## src/hw/rtl/skset_pkg.sv

```systemverilog
// skset_pkg: shared sizes, command and status codes, and cell control types
// for the sorted key set. No dependencies.
`default_nettype none

package skset_pkg;

    localparam int CAPACITY = 16;
    localparam int KEY_W    = 32;
    localparam int IDX_W    = (CAPACITY > 1) ? $clog2(CAPACITY) : 1;
    localparam int CNT_W    = $clog2(CAPACITY + 1);

    localparam int CMD_W    = 2;
    localparam int STAT_W   = 2;
    localparam int POS_W    = 4;
    localparam int COUNT_W  = 5;

    localparam int S_DATA_W = 40;
    localparam int M_DATA_W = 16;

    typedef enum logic [CMD_W-1:0] {
        CMD_SEARCH = 2'd0,
        CMD_INSERT = 2'd1,
        CMD_DELETE = 2'd2,
        CMD_CLEAR  = 2'd3
    } cmd_t;

    typedef enum logic [STAT_W-1:0] {
        ST_OK   = 2'd0,
        ST_DUP  = 2'd1,
        ST_MISS = 2'd2,
        ST_FULL = 2'd3
    } status_t;

    // broadcast to every cell for the beat being taken
    typedef struct packed {
        logic shift_up;
        logic shift_down;
    } cell_ctrl_t;

    // per-cell compare results
    typedef struct packed {
        logic lt;
        logic eq;
        logic first;
    } cell_flags_t;

endpackage

`default_nettype wire

```

## src/hw/rtl/skset_cell.sv

```systemverilog
// skset_cell: one slot of the sorted chain, holding one key, comparing it
// with the incoming key and shifting to or from its neighbours. Uses skset_pkg.
`default_nettype none

module skset_cell
    import skset_pkg::*;
(
    input  wire logic              aclk,
    input  wire cell_ctrl_t        ctrl,
    input  wire logic              occupied,
    input  wire logic [KEY_W-1:0]  key_in,
    input  wire logic              lt_left,
    input  wire logic [KEY_W-1:0]  key_left,
    input  wire logic [KEY_W-1:0]  key_right,
    output cell_flags_t            flags,
    output logic [KEY_W-1:0]       key_out
);

    logic [KEY_W-1:0] key_reg;
    logic [KEY_W-1:0] key_next;

    always_comb begin
        flags.lt    = occupied && ($signed(key_reg) < $signed(key_in));
        flags.eq    = occupied && (key_reg == key_in);
        // first slot not below the key: the insertion point
        flags.first = !flags.lt && lt_left;
    end

    always_comb begin
        key_next = key_reg;
        if (ctrl.shift_up && !flags.lt) begin
            key_next = flags.first ? key_in : key_left;
        end else if (ctrl.shift_down && !flags.lt) begin
            key_next = key_right;
        end
    end

    always_ff @(posedge aclk) begin
        key_reg <= key_next;
    end

    assign key_out = key_reg;

endmodule

`default_nettype wire

```

## src/hw/rtl/sorted_key_set.sv

```systemverilog
// sorted_key_set: top level; a chain of skset_cell slots with the count,
// command decode and result register. Uses skset_pkg and skset_cell.
//
//   port group   dir  tdata fields (low bit up)              tuser/tlast
//   s_axis       in   command[1:0] key[33:2] pad[39:34]      none
//   m_axis       out  status[1:0] position[5:2] count[10:6]  none
//
// one beat per cycle unless the result register stalls: every cell compares
// and shifts in the same cycle, so the compare across the chain plus the shift
// select sets the clock path. result appears in the cycle after the beat is taken,
// from the output register. reset clears the count and the output valid and
// holds s_tready low; the keys are not cleared.
// a stalled result register still takes a new beat when m_tready is high.
`default_nettype none

module sorted_key_set
    import skset_pkg::*;
(
    input  wire logic                aclk,
    input  wire logic                aresetn,
    input  wire logic                s_tvalid,
    output logic                     s_tready,
    input  wire logic [S_DATA_W-1:0] s_tdata,   // command[1:0], key[33:2]
    output logic                     m_tvalid,
    input  wire logic                m_tready,
    output logic [M_DATA_W-1:0]      m_tdata    // status[1:0], position[5:2], count[10:6]
);

    logic                 accept;
    cmd_t                 cmd;
    logic [KEY_W-1:0]     key;

    logic [CNT_W-1:0]     count_reg;
    logic [CNT_W-1:0]     count_next;
    logic                 m_tvalid_reg;
    logic                 m_tvalid_next;
    logic [M_DATA_W-1:0]  m_tdata_reg;
    logic [M_DATA_W-1:0]  m_tdata_next;

    cell_ctrl_t           ctrl;
    cell_flags_t          flags    [CAPACITY];
    logic [KEY_W-1:0]     keys     [CAPACITY];
    logic [CAPACITY-1:0]  eq_vec;
    logic [CAPACITY-1:0]  first_vec;

    logic                 found;
    logic                 full;
    logic [IDX_W-1:0]     lb;
    status_t              status;
    logic                 report_pos;
    logic [31:0]          pos_wide;
    logic [31:0]          count_wide;

    assign s_tready = aresetn && (!m_tvalid_reg || m_tready);
    assign accept   = s_tvalid && s_tready;
    assign cmd      = cmd_t'(s_tdata[CMD_W-1:0]);
    assign key      = s_tdata[CMD_W +: KEY_W];

    // chain of cells
    for (genvar g = 0; g < CAPACITY; g++) begin : g_cell
        logic             occ;
        logic             lt_l;
        logic [KEY_W-1:0] key_l;
        logic [KEY_W-1:0] key_r;

        assign occ = CNT_W'(g) < count_reg;

        if (g == 0) begin : g_head
            assign lt_l  = 1'b1;
            assign key_l = key;
        end else begin : g_body
            assign lt_l  = flags[g-1].lt;
            assign key_l = keys[g-1];
        end

        if (g == CAPACITY - 1) begin : g_tail
            assign key_r = keys[g];
        end else begin : g_mid
            assign key_r = keys[g+1];
        end

        skset_cell u_cell (
            .aclk      (aclk),
            .ctrl      (ctrl),
            .occupied  (occ),
            .key_in    (key),
            .lt_left   (lt_l),
            .key_left  (key_l),
            .key_right (key_r),
            .flags     (flags[g]),
            .key_out   (keys[g])
        );

        assign eq_vec[g]    = flags[g].eq;
        assign first_vec[g] = flags[g].first;
    end

    // insertion point as an index, from the one-hot boundary
    always_comb begin
        lb = '0;
        for (int i = 0; i < CAPACITY; i++) begin
            if (first_vec[i]) begin
                lb = lb | IDX_W'(i);
            end
        end
    end

    assign found = |eq_vec;
    assign full  = count_reg == CNT_W'(CAPACITY);

    always_comb begin
        status     = ST_OK;
        report_pos = 1'b0;
        ctrl       = '0;
        count_next = count_reg;
        unique case (cmd)
            CMD_SEARCH: begin
                status     = found ? ST_OK : ST_MISS;
                report_pos = found;
            end
            CMD_INSERT: begin
                if (found) begin
                    status = ST_DUP;
                end else if (full) begin
                    status = ST_FULL;
                end else begin
                    report_pos    = 1'b1;
                    ctrl.shift_up = accept;
                    count_next    = count_reg + CNT_W'(1);
                end
            end
            CMD_DELETE: begin
                if (found) begin
                    report_pos      = 1'b1;
                    ctrl.shift_down = accept;
                    count_next      = count_reg - CNT_W'(1);
                end else begin
                    status = ST_MISS;
                end
            end
            CMD_CLEAR: begin
                count_next = '0;
            end
            default: begin
                status = ST_OK;
            end
        endcase
    end

    assign pos_wide   = report_pos ? 32'(lb) : 32'd0;
    assign count_wide = 32'(count_next);

    always_comb begin
        m_tvalid_next = m_tvalid_reg;
        m_tdata_next  = m_tdata_reg;
        if (accept) begin
            m_tvalid_next = 1'b1;
            m_tdata_next  = {5'd0, count_wide[COUNT_W-1:0], pos_wide[POS_W-1:0], status};
        end else if (m_tready) begin
            m_tvalid_next = 1'b0;
        end
    end

    always_ff @(posedge aclk) begin
        if (!aresetn) begin
            count_reg    <= '0;
            m_tvalid_reg <= 1'b0;
        end else begin
            if (accept) begin
                count_reg <= count_next;
            end
            m_tvalid_reg <= m_tvalid_next;
        end
    end

    always_ff @(posedge aclk) begin
        m_tdata_reg <= m_tdata_next;
    end

    assign m_tvalid = m_tvalid_reg;
    assign m_tdata  = m_tdata_reg;

    a_count_bound: assert property (@(posedge aclk) disable iff (!aresetn)
        count_reg <= CNT_W'(CAPACITY))
        else $error("key count above capacity");

    a_eq_onehot: assert property (@(posedge aclk) disable iff (!aresetn)
        $onehot0(eq_vec))
        else $error("key matched in more than one cell");

    a_first_onehot: assert property (@(posedge aclk) disable iff (!aresetn)
        $onehot0(first_vec))
        else $error("more than one insertion point");

    a_insert_count: assert property (@(posedge aclk) disable iff (!aresetn)
        ctrl.shift_up |=> count_reg == $past(count_reg) + CNT_W'(1))
        else $error("count not advanced after insert");

    a_no_dual_shift: assert property (@(posedge aclk) disable iff (!aresetn)
        !(ctrl.shift_up && ctrl.shift_down))
        else $error("shift up and down together");

endmodule

`default_nettype wire
```

## config.mk

```make
export PLATFORM = sky130hd
export DESIGN_NAME = sorted_key_set
export DESIGN_NICKNAME = d
export VERILOG_FILES = /design/src/hw/rtl/skset_pkg.sv /design/src/hw/rtl/skset_cell.sv /design/src/hw/rtl/sorted_key_set.sv
export SDC_FILE = /design/constraint.sdc
export NUM_CORES = 2
export LEC_CHECK = 0
export BUFFER_PORTS_ARGS = -buffer_cell sky130_fd_sc_hd__buf_2
export CAP_MARGIN = 20
export CORE_MARGIN = 2
export CORE_UTILIZATION = 70
export CTS_BUF_LIST = sky130_fd_sc_hd__clkbuf_2
export DETAILED_ROUTE_END_ITERATION = 6
export PLACE_DENSITY = 0.94
export SLEW_MARGIN = 15
export SYNTH_ARGS = -nofsm -noshare
export SYNTH_HDL_FRONTEND = slang
export SYNTH_SLANG_ARGS = --single-unit
```

## constraint.sdc

```tcl
create_clock -name aclk -period 17.5 [get_ports aclk]
set_input_delay 3.5 -clock aclk [delete_from_list [all_inputs] [get_ports aclk]]
set_output_delay 3.5 -clock aclk [all_outputs]
set_load 0.02 [all_outputs]
```

==> flow_metrics.py <==
metrics = {
    "outcome": {
        "status": "finished, violations left",
        "violations": "DRC",
    },
    "grt": {
        "antenna_found_initial": 8,
        "overflow": 0,
        "grt_util_met2_pct": 58.2,
        "grt_usage_pct": 36.5,
        "busiest_layer": "met2",
        "globalRouteMet1Util_pct": 45.5,
        "grt_max_degree": 68,
        "grtUsageMet3_pct": 7.68,
        "grt_pass1_vias": 31400,
        "grt_pass1_wl_um": 162000,
    },
    "place": {
        "dp.cells": 4382,
        "io_buffers": 50,
        "placed_area_mm2": 0.0389,
        "gp_congestion": 0.969,
        "hpwl_um": 78100,
    },
    "logic_synthesis": {
        "synth.area.top_cells": "edfxtp_1, ha_1, mux2i_1",
        "ys_async_sr_fraction_pct": 0,
        "avgSynthCellArea_um2": 10.1,
        "ys_warn_count": 0,
        "ys_types": 76,
        "ys_seq_area_share_pct": 41.5,
        "netlist_area_mm2": 0.0382,
        "post-synth-top-count-cell": "edfxtp_1",
        "synthFlopType": "edfxtp_1",
        "synth_edf_count": 523,
        "synth_cells": 3794,
        "synth-seq-cells": 529,
        "synth_commonest_cells": "edfxtp_1, ha_1, a21oi_1",
        "synth_top_area_cell": "edfxtp_1",
        "yosys.area.top_type_share_pct": 41.2,
    },
    "worst_setup_path": {
        "crit_type": "in2reg",
        "end_kind": "flop",
        "crit_required_ns": 18.46,
        "cp.arrival_ns": 9.57,
        "crit_fanout": 32,
        "start_kind": "input port",
    },
    "cells_and_area": {
        "nets": 4391,
        "seqCellArea_mm2": 0.0158,
        "n_fill_cell": 3311,
        "largest_register_ff_count": 512,
        "final_cell_area_mm2": 0.0401,
        "drive_above_1_share_pct": 11.3,
        "multiInputGateArea_mm2": 0.0213,
        "stdcell_count": 4628,
        "area_delta_synth_final_pct": 5.23,
    },
    "floorplan": {
        "die_width_um": 237,
        "row_count": 85,
        "die_area_mm2": 0.0564,
        "io_pins": 62,
        "start_util_pct": 70.9,
        "die_h_um": 237,
        "core-area_mm2": 0.0538,
    },
    "detailed_routing": {
        "dr.pass1.iters": 7,
        "drcViolationCount": 16,
        "wl_um": 105000,
        "num_vias": 32100,
        "antenna_left": 0,
        "drt-initial-drc-count": 3880,
        "via_per_inst": 6.93,
        "routedWlPerCell_um": 22.7,
    },
    "timing": {
        "setup_viol": 0,
        "slew_violations": 0,
        "fin_skew_ns": 0.0877,
        "slew_headroom_pct": 24.5,
        "fmax_mhz": 116,
        "max_slew.worst_pin.slew_ns": 1.13,
        "hold_viol": 0,
        "holdWs_ns": 0.548,
        "timing.final.crit_period_ns": 8.61,
        "rsz0062_at_grt": "false",
        "period_share_pct": 49.2,
        "finalSetupTns_ns": 0,
    },
    "hold_path": {
        "hp-class": "reg2reg",
    },
    "clock_tree": {
        "clockRootBuffer": "clkbuf_2",
        "htreeDepth": 4,
        "postCtsSetupBuffers": 0,
        "clockBufferDepth": 3,
        "cts_tree": "yes",
        "clk_pin_slew_worst_paths_ns": 0.11,
        "clock_sinks": 529,
        "clock_latency_ns": 1.38,
        "cts_resized": 0,
        "cts_buffers": 142,
        "hold_buffers": 0,
    },
    "pwr": {
        "ir_worst_vdd_uv": 64.7,
        "power.density_mw_per_mm2": 65.0,
        "p_leak_nw": 15.8,
    },
    "run": {
        "maxCapViolCount": 0,
    },
}
[critical path, stage by stage]
cell and delay [ns]:
buf_2 0.34, inv_1 0.55, ha_1 0.53, nand4_1 0.18, nor4_1 0.09, nand3_1 0.36
o2111ai_1 0.30, nor4_4 0.90, nand3_2 0.99, a21boi_2 0.62, buf_4 0.31, nor2_4 0.81
[per-stage QoR]
| stage | utilization [%] | setup WS, ns | power, mW |
|---|---|---|---|
| after floorplan | - | 9.11 | 1.66 |
| after global placement | 72.3 | 8.06 | 1.73 |
| after detailed placement | 72.3 | 7.94 | 1.76 |
| after CTS | 74.5 | 9.43 | 2.60 |
| after global routing | 74.6 | 9.00 | 2.71 |
| final | 74.6 | 8.89 | 2.61 |
[routing by layer]
metal | vias up | routed length (um)
met2 | 2199 | 47700
met5 | - | 12
met4 | 2 | 6560
li1 | 14400 | -
met3 | 465 | 11800
met1 | 15000 | 38900
[cell usage in the layout (no fill, tap or decap), types with 12 or more instances in the layout]
master / instances
a211oi_1: 15
buf_4: 49
nand3_1: 64
and4_1: 21
mux2_2: 65
nand4_1: 96
edfxtp_1: 523
inv_1: 75
clkbuf_2: 214
nand2_1: 368
a21o_1: 44
nor2_1: 330
a221oi_1: 12
nor3_1: 18
buf_2: 50
ha_1: 515
nor2b_1: 26
clkinv_1: 16
nor4_1: 16
nand2b_1: 19
o21ai_0: 321
a21oi_1: 492
mux2i_1: 356
[logic make-up after synthesis]
logic type	after synthesis	share of synthesized area (%)
AOI/OAI and AO/OA	999	14.6
xor gates and xnor gates	3	0.0689
adders and majority gates	515	16.9
buffers and inverters	286	3.19
DFF	529	41.5
muxes	425	11.4
other	1	0.00983
and+or+nand+nor	1036	12.4
[area by class of cell]
cell class	instances	area share (%)
Antenna cell	8	0.0499
Inverter	75	0.701
Multi-Input combinational cell	2983	53.1
Tap cell	696	2.17
Timing Repair Buffer	101	1.66
Clock buffer	214	2.67
Clock inverter	22	0.206
Sequential cell	529	39.4
[path summary, 6_finish.rpt]
kind	slack, ns	cells past startpoint	end	from
max reg2reg	11.47	9	g_cell[0].u_cell.key_out[9]	count_reg[3]
min reg2reg	0.55	2	m_tvalid	m_tvalid
max	8.89	12	g_cell[0].u_cell.key_out[9]	s_tdata[29]
min	0.55	2	m_tvalid	m_tvalid
[power by group]
part           total (mW)  switching (mW)  leakage [nW]  internal, mW
Combinational       0.319           0.209          10.0         0.110
Sequential           1.43          0.0187          4.80          1.41
Clock               0.862           0.543         0.940         0.319
(Power assumes the default switching activity.)
